[src/sv/assert_macros.svh]
// assertion macros used by the fm register clock converter back end
// expects clk_i and rst_ni in the scope of the module that uses them
`ifndef ASSERT_MACROS_SVH
`define ASSERT_MACROS_SVH

// checked only while out of reset
`define FMRC_ASSERT(name, prop, msg) \
  name: assert property (@(posedge clk_i) disable iff (!rst_ni) prop) \
    else $error(msg);

// checked at every edge, reset included
`define FMRC_ASSERT_ALWAYS(name, prop, msg) \
  name: assert property (@(posedge clk_i) prop) else $error(msg);

`endif

[src/sv/fmrc_pkg.sv]
`timescale 1ns / 1ps
// types, constants and helper functions of the fm register clock converter
// no dependencies
package fmrc_pkg;

  // item classes decided by the front end
  typedef enum logic [2:0] {
    OP_PASS,
    OP_MODE,
    OP_CSM,
    OP_FNUM_HI,
    OP_FNUM_LO,
    OP_TONE,
    OP_NOISE,
    OP_ENV
  } op_e;

  // back end sequencer states
  typedef enum logic [3:0] {
    S_IDLE,
    S_WRITE,
    S_RD_RAW,
    S_RD_CONV,
    S_M1,
    S_M2,
    S_M3,
    S_M4,
    S_FIN,
    S_EMIT
  } st_e;

  // classified item held in the queue
  typedef struct packed {
    op_e        op;
    logic       bank;
    logic [7:0] addr;
    logic [7:0] data;
  } qent_t;

  // one translated register write
  typedef struct packed {
    logic       bank;
    logic [7:0] addr;
    logic [7:0] data;
  } wr_t;

  // configuration register indexes
  localparam logic CFG_STD_DIV = 1'b0;
  localparam logic CFG_EXT_DIV = 1'b1;
  localparam logic [2:0] DIV_RESET = 3'd3;

  localparam int unsigned QDEPTH = 2;
  localparam int unsigned FNUM_DEPTH = 32;
  localparam int unsigned PSG_DEPTH = 16;

  // special addresses and data codes
  localparam logic [7:0] ADDR_MODE    = 8'h27;
  localparam logic [7:0] ADDR_KEYON   = 8'h28;
  localparam logic [7:0] ADDR_CSM     = 8'hff;
  localparam logic [7:0] ADDR_NOISE   = 8'h06;
  localparam logic [7:0] ADDR_ENV_LO  = 8'h0b;
  localparam logic [7:0] ADDR_ENV_HI  = 8'h0c;
  localparam logic [7:0] ADDR_FN_MIN  = 8'ha0;
  localparam logic [7:0] ADDR_FN_MAX  = 8'hae;
  localparam logic [7:0] KEYON_MASK   = 8'hf3;
  localparam logic [7:0] KEYON_SET    = 8'h04;
  localparam logic [7:0] CSM_KEY_OFF  = 8'h02;
  localparam logic [7:0] CSM_KEY_ON   = 8'hf2;
  localparam logic [7:0] MODE_ON      = 8'h40;
  localparam logic [7:0] FN_BLK_MASK  = 8'h38;
  localparam logic [7:0] FNUM_RESET   = 8'h00;
  localparam logic [7:0] PSG_RESET    = 8'hff;

  // psg shadow layout
  localparam logic [3:0] PSG_ENV_LO   = 4'd6;
  localparam logic [3:0] PSG_ENV_HI   = 4'd7;
  localparam logic [3:0] PSG_ENV_OFS  = 4'd5;
  localparam logic [3:0] PSG_CONV_OFS = 4'd8;

  // saturation limits
  localparam logic [15:0] TONE_MAX    = 16'd4095;
  localparam logic [15:0] NOISE_MAX   = 16'd31;
  localparam logic [17:0] ENV_SAT_LIM = 18'd80530;
  localparam logic [15:0] ENV_SAT_VAL = 16'hffff;

  // exact ratio constants: x*625/768 and x*576/625
  localparam logic [28:0] PSG_MUL     = 29'd625;
  localparam logic [35:0] RECIP_3     = 36'd174763;   // ceil(2^19 / 3)
  localparam logic [21:0] FN_MUL      = 22'd576;
  localparam logic [44:0] RECIP_625   = 45'd6871948;  // ceil(2^32 / 625)

  // envelope offset for a prescaler divider
  function automatic logic [1:0] eg_off(input logic [2:0] div);
    logic [1:0] p;
    unique case (div)
      3'd6:    p = 2'd2;
      3'd2:    p = 2'd0;
      default: p = 2'd1;
    endcase
    return p;
  endfunction

  // floor(2^16 / div), zero divider taken as one
  function automatic logic [16:0] recip_div(input logic [2:0] div);
    logic [16:0] r;
    unique case (div)
      3'd0: r = 17'd65536;
      3'd1: r = 17'd65536;
      3'd2: r = 17'd32768;
      3'd3: r = 17'd21845;
      3'd4: r = 17'd16384;
      3'd5: r = 17'd13107;
      3'd6: r = 17'd10922;
      3'd7: r = 17'd9362;
    endcase
    return r;
  endfunction

endpackage

[src/sv/fmrc_if.sv]
`timescale 1ns / 1ps
// valid/ready channel interfaces of the fm register clock converter
// no dependencies
interface fmrc_in_if;
  logic       valid;
  logic       ready;
  logic       bank;
  logic [7:0] reg_address;
  logic [7:0] reg_data;

  modport source (output valid, bank, reg_address, reg_data, input ready);
  modport sink (input valid, bank, reg_address, reg_data, output ready);
endinterface

interface fmrc_out_if;
  logic       valid;
  logic       ready;
  logic       out_bank;
  logic [7:0] out_address;
  logic [7:0] out_data;
  logic       last;

  modport source (output valid, out_bank, out_address, out_data, last, input ready);
  modport sink (input valid, out_bank, out_address, out_data, last, output ready);
endinterface

[src/sv/fm_register_clock_converter.sv]
`timescale 1ns / 1ps
// Translates sound-chip register writes for a target chip on another clock.
// Input channel in_i carries (bank, reg_address, reg_data); output channel out_o
// carries zero to two translated writes per item, last marking the final one.
// Configuration: cfg_we_i writes cfg_data_i into divider register cfg_idx_i
// (0 bank A prescaler, 1 bank B prescaler), both reset to 3.
// Items enter a two-entry queue as soon as it has room, so the input side keeps
// moving while a result waits in the output register.
// The back end sequencer handles one item at a time: a plain write goes from
// S_WRITE to S_EMIT; psg tone and envelope items pass the shadow reads and the
// multiply states, noise items the multiply states, and a lower f-number byte
// the shadow reads, the whole multiply chain and S_FIN. An upper f-number byte,
// or a CSM trigger with CSM off, gives no result.
// Reset clears the queue, the CSM flag and the valid bits of the shadow stores,
// which then read as their cleared values; no clearing pass is needed.
// When out_o.ready is low the output register holds; the back end stops and the
// queue fills, after which in_i.ready drops.
// depends on fmrc_pkg, fmrc_if, fmrc_front, fmrc_queue and fmrc_back
module fm_register_clock_converter import fmrc_pkg::*; (
  input  logic       clk_i,
  input  logic       rst_ni,
  input  logic       cfg_we_i,
  input  logic       cfg_idx_i,
  input  logic [2:0] cfg_data_i,
  fmrc_in_if.sink    in_i,
  fmrc_out_if.source out_o
);

  logic [2:0] std_div_q, ext_div_q;
  logic       push, full, pop, q_valid;
  qent_t      ent_in, ent_out;

  // divider registers
  always_ff @(posedge clk_i or negedge rst_ni) begin
    if (!rst_ni) begin
      std_div_q <= DIV_RESET;
      ext_div_q <= DIV_RESET;
    end else if (cfg_we_i) begin
      unique case (cfg_idx_i)
        CFG_STD_DIV: std_div_q <= cfg_data_i;
        CFG_EXT_DIV: ext_div_q <= cfg_data_i;
        default: ;
      endcase
    end
  end

  fmrc_front u_front (
    .in_i      (in_i),
    .std_div_i (std_div_q),
    .ext_div_i (ext_div_q),
    .full_i    (full),
    .push_o    (push),
    .ent_o     (ent_in)
  );

  fmrc_queue u_queue (
    .clk_i   (clk_i),
    .rst_ni  (rst_ni),
    .push_i  (push),
    .ent_i   (ent_in),
    .full_o  (full),
    .pop_i   (pop),
    .valid_o (q_valid),
    .ent_o   (ent_out)
  );

  fmrc_back u_back (
    .clk_i     (clk_i),
    .rst_ni    (rst_ni),
    .std_div_i (std_div_q),
    .ext_div_i (ext_div_q),
    .q_valid_i (q_valid),
    .q_ent_i   (ent_out),
    .q_pop_o   (pop),
    .out_o     (out_o)
  );

endmodule

[src/sv/fmrc_front.sv]
`timescale 1ns / 1ps
// front end: takes input items, classifies them and applies envelope-rate fixes
// depends on fmrc_pkg and fmrc_if
module fmrc_front import fmrc_pkg::*; (
  fmrc_in_if.sink    in_i,
  input  logic [2:0] std_div_i,
  input  logic [2:0] ext_div_i,
  input  logic       full_i,
  output logic       push_o,
  output qent_t      ent_o
);

  // reduce envelope rate fields by the prescaler offset
  function automatic logic [7:0] eg_fix(input logic [7:0] a, input logic [7:0] d,
                                        input logic [1:0] p);
    logic [7:0] r;
    r = d;
    if (a >= 8'h50 && a <= 8'h7f) begin
      if (d[4:0] != 5'h1f && d[4:0] >= {3'b0, p}) begin
        r[4:0] = d[4:0] - {3'b0, p};
      end
    end else if (a >= 8'h80 && a <= 8'h8f) begin
      if (d[3:0] != 4'hf && d[3:0] >= {2'b0, p}) begin
        r[3:0] = d[3:0] - {2'b0, p};
      end
    end
    return r;
  endfunction

  logic [1:0] p;
  logic [7:0] dfix;
  logic       fn_range;

  assign p        = in_i.bank ? eg_off(ext_div_i) : eg_off(std_div_i);
  assign dfix     = eg_fix(in_i.reg_address, in_i.reg_data, p);
  assign fn_range = in_i.reg_address >= ADDR_FN_MIN && in_i.reg_address <= ADDR_FN_MAX &&
                    in_i.reg_address[1:0] != 2'b11;

  // handshake into the queue
  assign in_i.ready = !full_i;
  assign push_o     = in_i.valid && !full_i;

  // classification
  always_comb begin
    ent_o.bank = in_i.bank;
    ent_o.addr = in_i.reg_address;
    ent_o.data = dfix;
    ent_o.op   = OP_PASS;
    if (in_i.bank) begin
      if (in_i.reg_address == ADDR_KEYON) begin
        ent_o.bank = 1'b0;
        ent_o.data = (in_i.reg_data & KEYON_MASK) | KEYON_SET;
      end else if (fn_range) begin
        ent_o.op = in_i.reg_address[2] ? OP_FNUM_HI : OP_FNUM_LO;
      end
    end else begin
      priority if (in_i.reg_address == ADDR_MODE) begin
        ent_o.op   = OP_MODE;
        ent_o.data = in_i.reg_data;
      end else if (in_i.reg_address == ADDR_CSM) begin
        ent_o.op = OP_CSM;
      end else if (fn_range) begin
        ent_o.op = in_i.reg_address[2] ? OP_FNUM_HI : OP_FNUM_LO;
      end else if (in_i.reg_address < ADDR_NOISE) begin
        ent_o.op = OP_TONE;
      end else if (in_i.reg_address == ADDR_NOISE) begin
        ent_o.op = OP_NOISE;
      end else if (in_i.reg_address == ADDR_ENV_LO || in_i.reg_address == ADDR_ENV_HI) begin
        ent_o.op = OP_ENV;
      end else begin
        ent_o.op = OP_PASS;
      end
    end
  end

endmodule

[src/sv/fmrc_queue.sv]
`timescale 1ns / 1ps
// short queue of classified items between front and back end
// depends on fmrc_pkg
module fmrc_queue import fmrc_pkg::*; (
  input  logic  clk_i,
  input  logic  rst_ni,
  input  logic  push_i,
  input  qent_t ent_i,
  output logic  full_o,
  input  logic  pop_i,
  output logic  valid_o,
  output qent_t ent_o
);

  localparam int unsigned PW = $clog2(QDEPTH);

  qent_t          mem_q [QDEPTH];
  logic [PW-1:0]  wr_q, wr_d, rd_q, rd_d;
  logic [PW:0]    cnt_q, cnt_d;

  assign full_o  = cnt_q == (PW + 1)'(QDEPTH);
  assign valid_o = cnt_q != '0;
  assign ent_o   = mem_q[rd_q];

  // pointer and count update
  always_comb begin
    wr_d  = wr_q;
    rd_d  = rd_q;
    cnt_d = cnt_q;
    if (push_i) begin
      wr_d = (wr_q == PW'(QDEPTH - 1)) ? '0 : wr_q + 1'b1;
    end
    if (pop_i) begin
      rd_d = (rd_q == PW'(QDEPTH - 1)) ? '0 : rd_q + 1'b1;
    end
    if (push_i && !pop_i) begin
      cnt_d = cnt_q + 1'b1;
    end else if (pop_i && !push_i) begin
      cnt_d = cnt_q - 1'b1;
    end
  end

  always_ff @(posedge clk_i or negedge rst_ni) begin
    if (!rst_ni) begin
      wr_q  <= '0;
      rd_q  <= '0;
      cnt_q <= '0;
    end else begin
      wr_q  <= wr_d;
      rd_q  <= rd_d;
      cnt_q <= cnt_d;
    end
  end

  // entry storage
  always_ff @(posedge clk_i) begin
    if (push_i) begin
      mem_q[wr_q] <= ent_i;
    end
  end

endmodule

[src/sv/fmrc_back.sv]
`timescale 1ns / 1ps
// back end: shadow stores, rescaling arithmetic and result output register
// depends on fmrc_pkg, fmrc_if and assert_macros.svh
`include "assert_macros.svh"
module fmrc_back import fmrc_pkg::*; (
  input  logic        clk_i,
  input  logic        rst_ni,
  input  logic [2:0]  std_div_i,
  input  logic [2:0]  ext_div_i,
  input  logic        q_valid_i,
  input  qent_t       q_ent_i,
  output logic        q_pop_o,
  fmrc_out_if.source  out_o
);

  st_e         state_q, state_d;
  qent_t       ent_q, ent_d;
  logic        spm_q, spm_d;

  // shadow stores
  logic [7:0]            fmem [FNUM_DEPTH];
  logic [FNUM_DEPTH-1:0] fvld_q;
  logic [7:0]            frd0_q, frd1_q;
  logic                  fwe;
  logic [4:0]            fwa, fra0, fra1;
  logic [7:0]            pmem [PSG_DEPTH];
  logic [PSG_DEPTH-1:0]  pvld_q;
  logic [7:0]            prd0_q, prd1_q;
  logic                  pwe;
  logic [3:0]            pwa, pra0, pra1;
  logic [7:0]            pwd;

  // datapath registers
  logic [7:0]  lo_q, lo_d, hi_q, hi_d, cvl_q, cvl_d, cvh_q, cvh_d;
  logic [11:0] ff_q, ff_d;
  logic [28:0] prod_q, prod_d;
  logic [15:0] q_q, q_d;
  logic [21:0] x_q, x_d;
  logic [11:0] f_q, f_d;
  logic        sat_q, sat_d;

  // result list and output register
  wr_t         r0_q, r0_d, r1_q, r1_d;
  logic [1:0]  rcnt_q, rcnt_d, ridx_q, ridx_d;
  logic        out_vld_q;
  wr_t         out_q;
  logic        out_last_q;
  logic        slot_free, out_load, load_last;

  // shared decode
  logic [1:0]  p_std;
  logic [2:0]  div_sel, div_eff;
  logic [3:0]  base4;
  logic [11:0] tone_t;

  assign p_std   = eg_off(std_div_i);
  assign div_sel = ent_q.bank ? ext_div_i : std_div_i;
  assign div_eff = (div_sel == 3'd0) ? 3'd1 : div_sel;
  assign base4   = {ent_q.addr[3:1], 1'b0};
  assign tone_t  = (q_q > TONE_MAX) ? TONE_MAX[11:0] : q_q[11:0];

  assign slot_free = !out_vld_q || out_o.ready;
  assign out_load  = state_q == S_EMIT && ridx_q != rcnt_q && slot_free;
  assign load_last = ridx_q + 2'd1 == rcnt_q;
  assign q_pop_o   = state_q == S_IDLE && q_valid_i;

  // next state
  always_comb begin
    state_d = state_q;
    unique case (state_q)
      S_IDLE: begin
        if (q_valid_i) state_d = S_WRITE;
      end
      S_WRITE: begin
        unique case (ent_q.op)
          OP_FNUM_HI:                  state_d = S_IDLE;
          OP_FNUM_LO, OP_TONE, OP_ENV: state_d = S_RD_RAW;
          OP_NOISE:                    state_d = S_M1;
          default:                     state_d = S_EMIT;
        endcase
      end
      S_RD_RAW:  state_d = S_RD_CONV;
      S_RD_CONV: state_d = S_M1;
      S_M1:      state_d = S_M2;
      S_M2:      state_d = S_M3;
      S_M3: begin
        state_d = (ent_q.op == OP_FNUM_LO || ent_q.op == OP_TONE) ? S_M4 : S_EMIT;
      end
      S_M4: begin
        state_d = (ent_q.op == OP_FNUM_LO) ? S_FIN : S_EMIT;
      end
      S_FIN: state_d = S_EMIT;
      S_EMIT: begin
        if (ridx_q == rcnt_q || (out_load && load_last)) state_d = S_IDLE;
      end
      default: state_d = S_IDLE;
    endcase
  end

  // datapath and store control
  always_comb begin
    logic [11:0] q0, rem, fn;
    logic [14:0] qd;
    logic [17:0] vw;
    logic [15:0] val;
    logic [35:0] p3;
    logic [44:0] p625;
    logic [7:0]  hb, lb;
    logic        hneq, lneq, big;
    wr_t         hw, lw;

    ent_d  = ent_q;
    spm_d  = spm_q;
    lo_d   = lo_q;
    hi_d   = hi_q;
    cvl_d  = cvl_q;
    cvh_d  = cvh_q;
    ff_d   = ff_q;
    prod_d = prod_q;
    q_d    = q_q;
    x_d    = x_q;
    f_d    = f_q;
    sat_d  = sat_q;
    r0_d   = r0_q;
    r1_d   = r1_q;
    rcnt_d = rcnt_q;
    ridx_d = ridx_q;

    fwe  = 1'b0;
    fwa  = {ent_q.bank, ent_q.addr[3:0]};
    fra0 = {ent_q.bank, ent_q.addr[3:0]};
    fra1 = {ent_q.bank, ent_q.addr[3], 1'b1, ent_q.addr[1:0]};
    pwe  = 1'b0;
    pwa  = ent_q.addr[3:0];
    pwd  = ent_q.data;
    if (state_q == S_RD_CONV) begin
      pra0 = base4 + PSG_CONV_OFS;
      pra1 = base4 + PSG_CONV_OFS + 4'd1;
    end else if (ent_q.op == OP_ENV) begin
      pra0 = PSG_ENV_LO;
      pra1 = PSG_ENV_HI;
    end else begin
      pra0 = base4;
      pra1 = base4 + 4'd1;
    end

    q0   = prod_q[27:16];
    qd   = {3'b0, q0} * {12'b0, div_eff};
    rem  = ff_q - qd[11:0];
    val  = '0;
    vw   = '0;
    p3   = {18'b0, prod_q[25:8]} * RECIP_3;
    p625 = {23'b0, x_q} * RECIP_625;
    hb   = {4'b0, tone_t[11:8]};
    lb   = tone_t[7:0];
    hneq = cvh_q != hb;
    lneq = cvl_q != lb;
    hw   = '{bank: 1'b0, addr: {4'b0, base4 + 4'd1}, data: hb};
    lw   = '{bank: 1'b0, addr: {4'b0, base4}, data: lb};
    big  = f_q[11];
    fn   = big ? {1'b0, f_q[11:1]} : f_q;

    unique case (state_q)
      S_IDLE: begin
        ridx_d = '0;
        if (q_valid_i) ent_d = q_ent_i;
      end
      S_WRITE: begin
        rcnt_d = 2'd1;
        r0_d   = '{bank: ent_q.bank, addr: ent_q.addr, data: ent_q.data};
        unique case (ent_q.op)
          OP_MODE: begin
            spm_d     = ent_q.data[7];
            r0_d.data = (ent_q.data[7:6] == 2'b00) ? 8'h00 : MODE_ON;
          end
          OP_CSM: begin
            r0_d   = '{bank: 1'b0, addr: ADDR_KEYON, data: CSM_KEY_OFF};
            r1_d   = '{bank: 1'b0, addr: ADDR_KEYON, data: CSM_KEY_ON};
            rcnt_d = spm_q ? 2'd2 : 2'd0;
          end
          OP_FNUM_HI, OP_FNUM_LO: fwe = 1'b1;
          OP_TONE:                pwe = 1'b1;
          OP_ENV: begin
            pwe = 1'b1;
            pwa = ent_q.addr[3:0] - PSG_ENV_OFS;
          end
          default: ;
        endcase
      end
      S_RD_RAW: ;
      S_RD_CONV: begin
        lo_d = (ent_q.op == OP_FNUM_LO) ? frd0_q : prd0_q;
        hi_d = (ent_q.op == OP_FNUM_LO) ? frd1_q : prd1_q;
      end
      S_M1: begin
        // first product: F times divider reciprocal, or value times 625
        cvl_d = prd0_q;
        cvh_d = prd1_q;
        ff_d  = {hi_q[2:0], lo_q, 1'b0};
        unique case (ent_q.op)
          OP_TONE: val = {4'b0, hi_q[3:0], lo_q};
          OP_ENV:  val = {hi_q, lo_q};
          default: val = {11'b0, ent_q.data[4:0]};
        endcase
        vw    = {2'b0, val} << p_std;
        sat_d = vw >= ENV_SAT_LIM;
        if (ent_q.op == OP_FNUM_LO) begin
          prod_d = {17'b0, hi_q[2:0], lo_q, 1'b0} * {12'b0, recip_div(div_sel)};
        end else begin
          prod_d = {11'b0, vw} * PSG_MUL;
        end
      end
      S_M2: begin
        // quotient with one correction step, or divide by 768
        if (ent_q.op == OP_FNUM_LO) begin
          q_d = {4'b0, (rem >= {9'b0, div_eff}) ? q0 + 12'd1 : q0};
        end else begin
          q_d = p3[34:19];
        end
      end
      S_M3: begin
        x_d = {10'b0, q_q[11:0]} * FN_MUL;
        unique case (ent_q.op)
          OP_TONE: begin
            pwe    = 1'b1;
            pwa    = base4 + PSG_CONV_OFS + 4'd1;
            pwd    = hb;
            r0_d   = hneq ? hw : lw;
            r1_d   = lw;
            rcnt_d = {1'b0, hneq} + {1'b0, lneq};
          end
          OP_NOISE: begin
            r0_d   = '{bank: 1'b0, addr: ADDR_NOISE,
                       data: (q_q > NOISE_MAX) ? NOISE_MAX[7:0] : q_q[7:0]};
            rcnt_d = 2'd1;
          end
          OP_ENV: begin
            r0_d   = '{bank: 1'b0, addr: ADDR_ENV_HI,
                       data: sat_q ? ENV_SAT_VAL[15:8] : q_q[15:8]};
            r1_d   = '{bank: 1'b0, addr: ADDR_ENV_LO,
                       data: sat_q ? ENV_SAT_VAL[7:0] : q_q[7:0]};
            rcnt_d = 2'd2;
          end
          default: ;
        endcase
      end
      S_M4: begin
        f_d = p625[43:32];
        if (ent_q.op == OP_TONE) begin
          pwe = 1'b1;
          pwa = base4 + PSG_CONV_OFS;
          pwd = lb;
        end
      end
      S_FIN: begin
        // block count and f-number result pair
        r0_d   = '{bank: ent_q.bank, addr: ent_q.addr + 8'd4,
                   data: {4'b0, big, fn[10:8]} + (hi_q & FN_BLK_MASK)};
        r1_d   = '{bank: ent_q.bank, addr: ent_q.addr, data: fn[7:0]};
        rcnt_d = 2'd2;
      end
      S_EMIT: begin
        if (out_load) ridx_d = ridx_q + 2'd1;
      end
      default: ;
    endcase
  end

  // control registers
  always_ff @(posedge clk_i or negedge rst_ni) begin
    if (!rst_ni) begin
      state_q   <= S_IDLE;
      spm_q     <= 1'b0;
      rcnt_q    <= '0;
      ridx_q    <= '0;
      out_vld_q <= 1'b0;
      fvld_q    <= '0;
      pvld_q    <= '0;
    end else begin
      state_q <= state_d;
      spm_q   <= spm_d;
      rcnt_q  <= rcnt_d;
      ridx_q  <= ridx_d;
      if (out_load) begin
        out_vld_q <= 1'b1;
      end else if (out_o.ready) begin
        out_vld_q <= 1'b0;
      end
      if (fwe) fvld_q[fwa] <= 1'b1;
      if (pwe) pvld_q[pwa] <= 1'b1;
    end
  end

  // payload registers
  always_ff @(posedge clk_i) begin
    ent_q  <= ent_d;
    lo_q   <= lo_d;
    hi_q   <= hi_d;
    cvl_q  <= cvl_d;
    cvh_q  <= cvh_d;
    ff_q   <= ff_d;
    prod_q <= prod_d;
    q_q    <= q_d;
    x_q    <= x_d;
    f_q    <= f_d;
    sat_q  <= sat_d;
    r0_q   <= r0_d;
    r1_q   <= r1_d;
    if (out_load) begin
      out_q      <= ridx_q[0] ? r1_q : r0_q;
      out_last_q <= load_last;
    end
  end

  // f-number shadow memory, unwritten entries read as zero
  always_ff @(posedge clk_i) begin
    if (fwe) fmem[fwa] <= ent_q.data;
    frd0_q <= fvld_q[fra0] ? fmem[fra0] : FNUM_RESET;
    frd1_q <= fvld_q[fra1] ? fmem[fra1] : FNUM_RESET;
  end

  // psg shadow memory, unwritten entries read as all ones
  always_ff @(posedge clk_i) begin
    if (pwe) pmem[pwa] <= pwd;
    prd0_q <= pvld_q[pra0] ? pmem[pra0] : PSG_RESET;
    prd1_q <= pvld_q[pra1] ? pmem[pra1] : PSG_RESET;
  end

  assign out_o.valid       = out_vld_q;
  assign out_o.out_bank    = out_q.bank;
  assign out_o.out_address = out_q.addr;
  assign out_o.out_data    = out_q.data;
  assign out_o.last        = out_last_q;

  `FMRC_ASSERT_ALWAYS(a_reset_idle, !rst_ni |-> (state_q == S_IDLE && !out_vld_q), "not idle in reset")
  `FMRC_ASSERT(a_emit_index, state_q == S_EMIT |-> (ridx_q < rcnt_q || rcnt_q == 2'd0), "result index past count")
  `FMRC_ASSERT(a_tone_to_emit, (state_q == S_M4 && ent_q.op == OP_TONE) |=> state_q == S_EMIT, "tone path misrouted")
  `FMRC_ASSERT(a_fnum_hi_silent, (state_q == S_WRITE && ent_q.op == OP_FNUM_HI) |=> state_q == S_IDLE, "upper f-number byte produced work")

endmodule
[src/flat_wrapper.sv]
// flat-port wrapper written by rule: the top's interface ports become plain ports
module fm_register_clock_converter_flat import fmrc_pkg::*;
  (clk_i, rst_ni, cfg_we_i, cfg_idx_i, cfg_data_i, in_i_valid, in_i_bank, in_i_reg_address, in_i_reg_data, in_i_ready, out_o_valid, out_o_out_bank, out_o_out_address, out_o_out_data, out_o_last, out_o_ready);
  fmrc_in_if in_i_i ();
  fmrc_out_if out_o_i ();
  input  logic clk_i;
  input  logic rst_ni;
  input  logic cfg_we_i;
  input  logic cfg_idx_i;
  input  logic [2:0] cfg_data_i;
  input wire logic [$bits(in_i_i.valid)-1:0] in_i_valid;
  input wire logic [$bits(in_i_i.bank)-1:0] in_i_bank;
  input wire logic [$bits(in_i_i.reg_address)-1:0] in_i_reg_address;
  input wire logic [$bits(in_i_i.reg_data)-1:0] in_i_reg_data;
  output wire logic [$bits(in_i_i.ready)-1:0] in_i_ready;
  output wire logic [$bits(out_o_i.valid)-1:0] out_o_valid;
  output wire logic [$bits(out_o_i.out_bank)-1:0] out_o_out_bank;
  output wire logic [$bits(out_o_i.out_address)-1:0] out_o_out_address;
  output wire logic [$bits(out_o_i.out_data)-1:0] out_o_out_data;
  output wire logic [$bits(out_o_i.last)-1:0] out_o_last;
  input wire logic [$bits(out_o_i.ready)-1:0] out_o_ready;
  assign in_i_i.valid = in_i_valid;
  assign in_i_i.bank = in_i_bank;
  assign in_i_i.reg_address = in_i_reg_address;
  assign in_i_i.reg_data = in_i_reg_data;
  assign in_i_ready = in_i_i.ready;
  assign out_o_valid = out_o_i.valid;
  assign out_o_out_bank = out_o_i.out_bank;
  assign out_o_out_address = out_o_i.out_address;
  assign out_o_out_data = out_o_i.out_data;
  assign out_o_last = out_o_i.last;
  assign out_o_i.ready = out_o_ready;
  fm_register_clock_converter u_core (.clk_i(clk_i), .rst_ni(rst_ni), .cfg_we_i(cfg_we_i), .cfg_idx_i(cfg_idx_i), .cfg_data_i(cfg_data_i), .in_i(in_i_i), .out_o(out_o_i));
endmodule
[config.mk]
export PLATFORM = sky130hd
export DESIGN_NAME = fm_register_clock_converter_flat
export DESIGN_NICKNAME = d
export VERILOG_FILES = /design/src/sv/fmrc_pkg.sv /design/src/sv/fmrc_if.sv /design/src/sv/fm_register_clock_converter.sv /design/src/sv/fmrc_front.sv /design/src/sv/fmrc_queue.sv /design/src/sv/fmrc_back.sv /design/src/flat_wrapper.sv
export VERILOG_INCLUDE_DIRS = /design/src /design/src/sv
export SDC_FILE = /design/constraint.sdc
export NUM_CORES = 2
export LEC_CHECK = 0
export ABC_CLOCK_PERIOD_IN_PS = 15400
export CORE_ASPECT_RATIO = 0.6
export CORE_MARGIN = 2
export CORE_UTILIZATION = 45
export DETAILED_ROUTE_END_ITERATION = 10
export DONT_BUFFER_PORTS = 1
export PLACE_DENSITY = 0.62
export SYNTH_ARGS = -nofsm -noshare
export SYNTH_HDL_FRONTEND = slang
export SYNTH_HIERARCHICAL = 1
export SYNTH_SLANG_ARGS = --single-unit
export TNS_END_PERCENT = 100
[constraint.sdc]
create_clock -name clk_i -period 15.4 [get_ports clk_i]
set_clock_uncertainty 0.15 [all_clocks]
set_input_delay 3.08 -clock clk_i [delete_from_list [all_inputs] [get_ports clk_i]]
set_output_delay 3.08 -clock clk_i [all_outputs]
set_load 0.02 [all_outputs]
# ---- Yosys cells after proc, flatten, opt, wreduce, memory -nomap -nowiden
# Memories as Yosys holds them, arrays and structs flattened. A register that Yosys moved wholly into a read port is not among the register bits.
# Cells that the tools add are included.
dict set report totals {
  regBits 235
  mem_bits_rw 424
  rom_bits 136
  input_bits 26
  out_inout_bits 20
  word_cells 272
  n_memories 4
}
dict set report op_classes {
  add_sub_neg 16
  mul 6
  n_lt_le_gt_ge 20
  eq_ne 41
  shift 1
  muxes 101
  bitwise_logic 3
  n_reduce_logical 47
}
# memory depth width rd rd_clocked_by_memory_dff write_ports line_no
set mem_list {}
lappend mem_list {u_core.u_back.fmem 32 8 2 2 1 fmrc_back.sv:21} ;# logic [7:0] fmem [FNUM_DEPTH];
lappend mem_list {{(name not given)} 8 17 1 0 0 fmrc_pkg.sv:106} ;# unique case (div)
lappend mem_list {u_core.u_back.pmem 16 8 2 2 1 fmrc_back.sv:26} ;# logic [7:0] pmem [PSG_DEPTH];
lappend mem_list {u_core.u_queue.mem_q 2 20 1 1 1 fmrc_queue.sv:17} ;# qent_t mem_q [QDEPTH];
# cell count
set ops {}
lappend ops {{$pmux W17 S3} 3}
lappend ops {{$mux W17} 4}
lappend ops {{$mux W8} 7}
lappend ops {{$mux W4} 13}
lappend ops {{$mux W12} 4}
lappend ops {{$pmux W4 S10} 1}
lappend ops {{$mul A16 B21 Y36 const B} 1}
lappend ops {{$mux W3} 12}
lappend ops {{$mul A18 B18 Y35 const B} 1}
lappend ops {{$pmux W17 S2} 1}
lappend ops {{$or A32 B32 Y32} 1}
lappend ops {{$pmux W16 S2} 1}
lappend ops {{$pmux W8 S2} 2}
lappend ops {{$mul A18 B10 Y28 const B} 1}
lappend ops {{$mux W28} 1}
lappend ops {{$mul A11 B17 Y27} 1}
lappend ops {{$mux W1} 24}
lappend ops {{$pmux W4 S3} 2}
lappend ops {{$mux W5} 4}
lappend ops {{$eq A3 B3 Y1 const B} 6}
lappend ops {{$ge A18 B17 Y1 const B} 1}
lappend ops {{$shl A16 B2 Y18} 1}
lappend ops {{$eq A4 B3 Y1 const B} 4}
lappend ops {{$eq A8 B4 Y1 const B} 2}
lappend ops {{73 further kinds} 137}

# ---- Depth between registers and ports, before layout
dict set report logic_depth {
  ltp_word 10
  mapped_depth 29
  mapped_depth_nobuf 26
}

# ---- Cells and area by module
# The synthesis kept the hierarchy.
# mod n_inst cells_each area_each_um2 seq_area_each_um2
set by_module_without_submodules {}
lappend by_module_without_submodules {fmrc_back 1 4053 47521.8 19028.2}
lappend by_module_without_submodules {fmrc_queue 1 78 1709.1 1301.2}
lappend by_module_without_submodules {fmrc_front 1 84 591.8 0.0}
lappend by_module_without_submodules {fm_register_clock_converter 1 14 254.0 155.1}

# ---- Worst setup path after synthesis
# Ideal clock, no wire load.
dict set report synth_timing {
  path_kind {register to register}
  startpoint {register u_core/u_back/ent_q[16] (netlist name)}
  endpoint {register u_core.u_back.prod_q[21], data pin}
  setup_time_ps 266
  t_arrival_ps 6614
  required_ps 14984
  slack_ps 8371
  path_stages_with_launch 29
  path_buffers 3
  synth_period_minus_slack_ps 7029
  path_cell_list {edfxtp_1 buf_2 buf_1 mux2i_1 inv_1 ha_1 and2_1 clkbuf_1 nand2_1 inv_1 fa_1 inv_1 fa_1 inv_1 fa_1 fa_1 inv_1 fa_1 inv_1 ha_1 a21oi_1 o21a_1 o2111a_1 o41ai_2 and2_1 a211o_1 a21oi_1 xor2_1 o21ai_1}
}
dict set report synth_via {
  elab_chain_len 6
}
# element line_no
set synth_lines {}
lappend synth_lines {{from (decl)} fmrc_back.sv:17} ;# qent_t ent_q, ent_d;
lappend synth_lines {{from (signal assigned)} fmrc_back.sv:296} ;# ent_q <= ent_d;
lappend synth_lines {{$mux W3} fmrc_back.sv:57} ;# assign div_sel = ent_q.bank ? ext_div_i : std_div_i;
lappend synth_lines {{$mem_v2 Z8 W17} --}
lappend synth_lines {{$mux W17} fmrc_back.sv:207} ;# if (ent_q.op == OP_FNUM_LO) begin
lappend synth_lines {{$mux W17} fmrc_back.sv:163} ;# unique case (state_q)
lappend synth_lines {{$mul A11 B17 Y27} fmrc_back.sv:208} ;# prod_d = {17'b0, hi_q[2:0], lo_q, 1'b0} * {12'b0, recip_div(div_sel)};
lappend synth_lines {{$mux W28} fmrc_back.sv:207}
lappend synth_lines {{to (signal assigned)} fmrc_back.sv:302} ;# prod_q <= prod_d;
lappend synth_lines {{to (decl)} fmrc_back.sv:36} ;# logic [28:0] prod_q, prod_d;
# Every way passes these cells. The select of a mux whose other input is x is not followed.
# A chain may end at the register's enable or synchronous reset.

# ---- Worst setup path in the final report
dict set report layout_timing {
  startpoint {register u_core/u_back/ent_q[16] (netlist name)}
  endpoint {register u_core.u_back.prod_q[19], data pin}
}
# Same word-level chain as after synthesis.

==> metrics.md <==
| Metric | Value |
|---|---|
| Die Y | 262.4 microns |
| WP data arrival | 8.61 ns |
| Die area | 114100 sq um |
| Number of synthesized flops with an enable pin | 604 |
| Die X | 434.7 microns |
| Fill count | 9774 |
| Critical path's largest stage delay | 0.57 ns |
| WHS Path Cells | 0 |
| Setup_tns | 0 ns |
| Largest net degree at the start of global routing | 79 |
| Grt ovf | 0 |
| Post-CTS sizing | 0 |
| Req. time, crit path | 15.62 ns |
| Ports | 46 |
| Ys Warns | 6 |
| Final hold vios | 0 |
| DPL Wire Length | 98070 microns |
| CTS sink cnt | 704 |
| # rows | 94 |
| Worst slew pin tran | 1.269 ns |
| Worst-Skew Late Latency | 0.67 ns |
| Max-slew headroom | 14.81% |
| First-pass GRT wire length | 197600 microns |
| Share of the clock period used by the worst path after layout | 54.43% |
| Post-cts hold buffer count | 0 |
| CP Max Fanout | 26 |
| Synthesis-to-finish area growth | 7.825% |
| CTS Buffer Depth | 3 |
| # DRC | 0 |
| Sequential fraction of the synthesis area | 40.91% |
| Minimum clock period | 8.383 ns |
| Slowest cell on crit path | fa_1 |
| Status | complete, no violations |
| Initial core utilization | 45.54% |
| Ys async rst share | 9.659% |
| Layout cells sized above 1 | 8.367% |
| Syn_nets | 5158 |
| Port Buffers | 0 |
| Total GRT Usage | 23.01% |
| Critical path class | reg2reg |
| Num CTS Buffers | 69 |
| Postcts setup bufs | 0 |
| Yosys cell types | 99 |
| Antenna violations before repair | 5 |
| Clock root buffer | clkbuf_16 |
| Vias per inst | 5.541 |
| Final Slew Violations | 0 |
| Final core occ | 49.10% |
| Synthesized flop and latch total | 704 |
| Core area | 110000 sq um |
| CP Launch Type | flop |
| Worst-path clk slew | 0.07 ns |
| Mean post-synth cell area | 11.84 sq um |
| Vias in the first global route | 31405 |
| Main flop type after synthesis | edfxtp_1 |
| Highest Clock Rate | 119.3 MHz |
| GPL Wtd Cong | 0.9641 |
| CTS tree | yes |
| Endpoints failing setup | 0 |
| WL final | 129200 microns |
| H-tree level count | 3 |
| Drt wl/cell | 22.49 microns |
| Synth Instances | 4229 |
| Max Cap Viol | 0 |
| RSZ-0062 raised after global routing | false |
| R2r worst-path depth | 28 |
| Initial DRC Count | 2999 |
| Critical Path End Type | flop |
| 1st-pass router iterations | 8 |
| Post-DRT Antenna Nets | 0 |
| Worst Hold Class | reg2reg |
| Vias | 31826 |
| Nets@finish | 5127 |
| Mapped Area | 50080 sq um |
-- flip-flops by register name (all words and copies together), names as in the netlist, 17 cells and up --
name / cells
u_core/u_back/prod_q: 20
u_core/u_back/r1_q: 17
u_core/u_back/fmem: 256
u_core/u_back/pmem: 128
u_core/u_back/fvld_q: 32
u_core/u_back/r0_q: 17
u_core/u_queue/mem_q: 40
u_core/u_back/ent_q: 17
-- metrics by stage --
stage / setup WS, ns / hold slack (ns) / cells / cell area (sq um)
floorplan: 8.371 / 0.2581 / 4229 / 50080
detailed placement: 7.204 / 0.2694 / 5615 / 51690
global route: 6.666 / 0.3089 / 5743 / 53990
finish: 7.017 / 0.2889 / 5744 / 54000
CTS: 7.178 / 0.2900 / 5743 / 53990
global placement: 7.326 / 0.2772 / 5615 / 51690
-- logic make-up after synthesis --
family | count (synthesis) | share of synthesized area [%]
fa+ha+maj | 903 | 28.69
simple gates | 911 | 8.685
flops | 704 | 40.91
mux | 172 | 5.704
xor+xnor | 109 | 1.906
buf+inv | 871 | 6.699
compound gates | 559 | 7.406
-- routing by layer --
metal / track usage [%] / part of all wire (%) / up-vias
li1: - / - / 14428
met1: 37.23 / 49 / 15918
met2: 29.55 / 39 / 1353
met3: 7.535 / 11 / 123
met4: 4.129 / 1.5 / 4
met5: 0 / 0.026 / -
-- worst paths after layout --
| path | endpoint | slack [ns] | startpoint |
|---|---|---|---|
| max | u_core/u_back/prod_q[19]$_DFFE_PP_ | 7.02 | u_core/u_back/ent_q[16]$_DFFE_PP_ |
| min | u_core/u_back/cvh_q[4]$_DFFE_PP_ | 0.29 | u_core/u_back/prd1_q[4]$_SDFF_PN1_ |
| max reg2reg | u_core/u_back/prod_q[19]$_DFFE_PP_ | 7.02 | u_core/u_back/ent_q[16]$_DFFE_PP_ |
| min reg2reg | u_core/u_back/cvh_q[4]$_DFFE_PP_ | 0.29 | u_core/u_back/prd1_q[4]$_SDFF_PN1_ |
| max in group asynchronous | u_core/std_div_q[0]$_DFFE_PN1P_ | 12.91 | rst_ni |
| min in group asynchronous | u_core/u_back/fvld_q[3]$_DFFE_PN0P_ | 1.97 | rst_ni |
-- final cells by class --
type                       count  area [sq um]  area share (%)
multi-input combinational   2654         26280           48.68
timing repair buffer          43         335.3          0.6210
clock buffer                  97          1933           3.580
clock inverter                31         369.1          0.6836
sequential                   704         20480           37.94
antenna                        1         2.502        0.004634
tap                         1488          1862           3.448
inverter                     726          2726           5.049
-- layout by cell type (no fill, tap or decap), drive strengths merged, types with 18 or more instances in the layout --
| master | Yosys | final |
|---|---|---|
| nor2b | 41 | 41 |
| and2 | 49 | 49 |
| nand2 | 348 | 348 |
| nand3 | 65 | 65 |
| fa | 409 | 409 |
| xor2 | 38 | 38 |
| a21oi | 149 | 149 |
| edfxtp | 604 | 604 |
| ha | 494 | 494 |
| buf | 40 | 43 |
| nor3 | 43 | 43 |
| dfxtp | 32 | 32 |
| or2 | 43 | 43 |
| o21ai | 114 | 114 |
| nor2 | 183 | 183 |
| clkbuf | 105 | 97 |
| mux2i | 42 | 42 |
| dfrtp | 64 | 64 |
| mux4 | 78 | 78 |
| a31oi | 28 | 28 |
| mux2 | 52 | 52 |
| o211ai | 26 | 26 |
| inv | 725 | 733 |
| o21bai | 26 | 26 |
| and3 | 47 | 47 |
| xnor2 | 71 | 71 |
| nand2b | 30 | 30 |
| a21o | 35 | 35 |
| o21a | 18 | 18 |
| o221ai | 32 | 32 |
-- critical path: cells and delay by family, from the launching register on --
| kind | cells | cell delay (ns) |
|---|---|---|
| AOI/OAI and AO/OA | 8 | 1.65 |
| xor gates and xnor gates | 2 | 0.35 |
| adders and majority gates | 7 | 3.39 |
| buffers and inverters | 7 | 1.00 |
| DFF | 1 | 0.35 |
| muxes | 1 | 0.21 |
| and+or+nand+nor | 3 | 0.94 |
-- cell usage after synthesis (all sizes together) (65+ instances only) --
library cell	instances	area, sq um
clkbuf	105	394.1
xnor2	71	621.9
nand3	65	325.3
nor2	183	694.4
fa	409	8188
mux4	78	1757
edfxtp	604	18140
ha	494	6181
inv	725	2721
nand2	348	1311
o21ai	114	570.6
a21oi	149	745.7
Power is left out: the tool's default activity adds up to more than one toggle a clock period on the data nets, which glitch-free logic cannot reach.
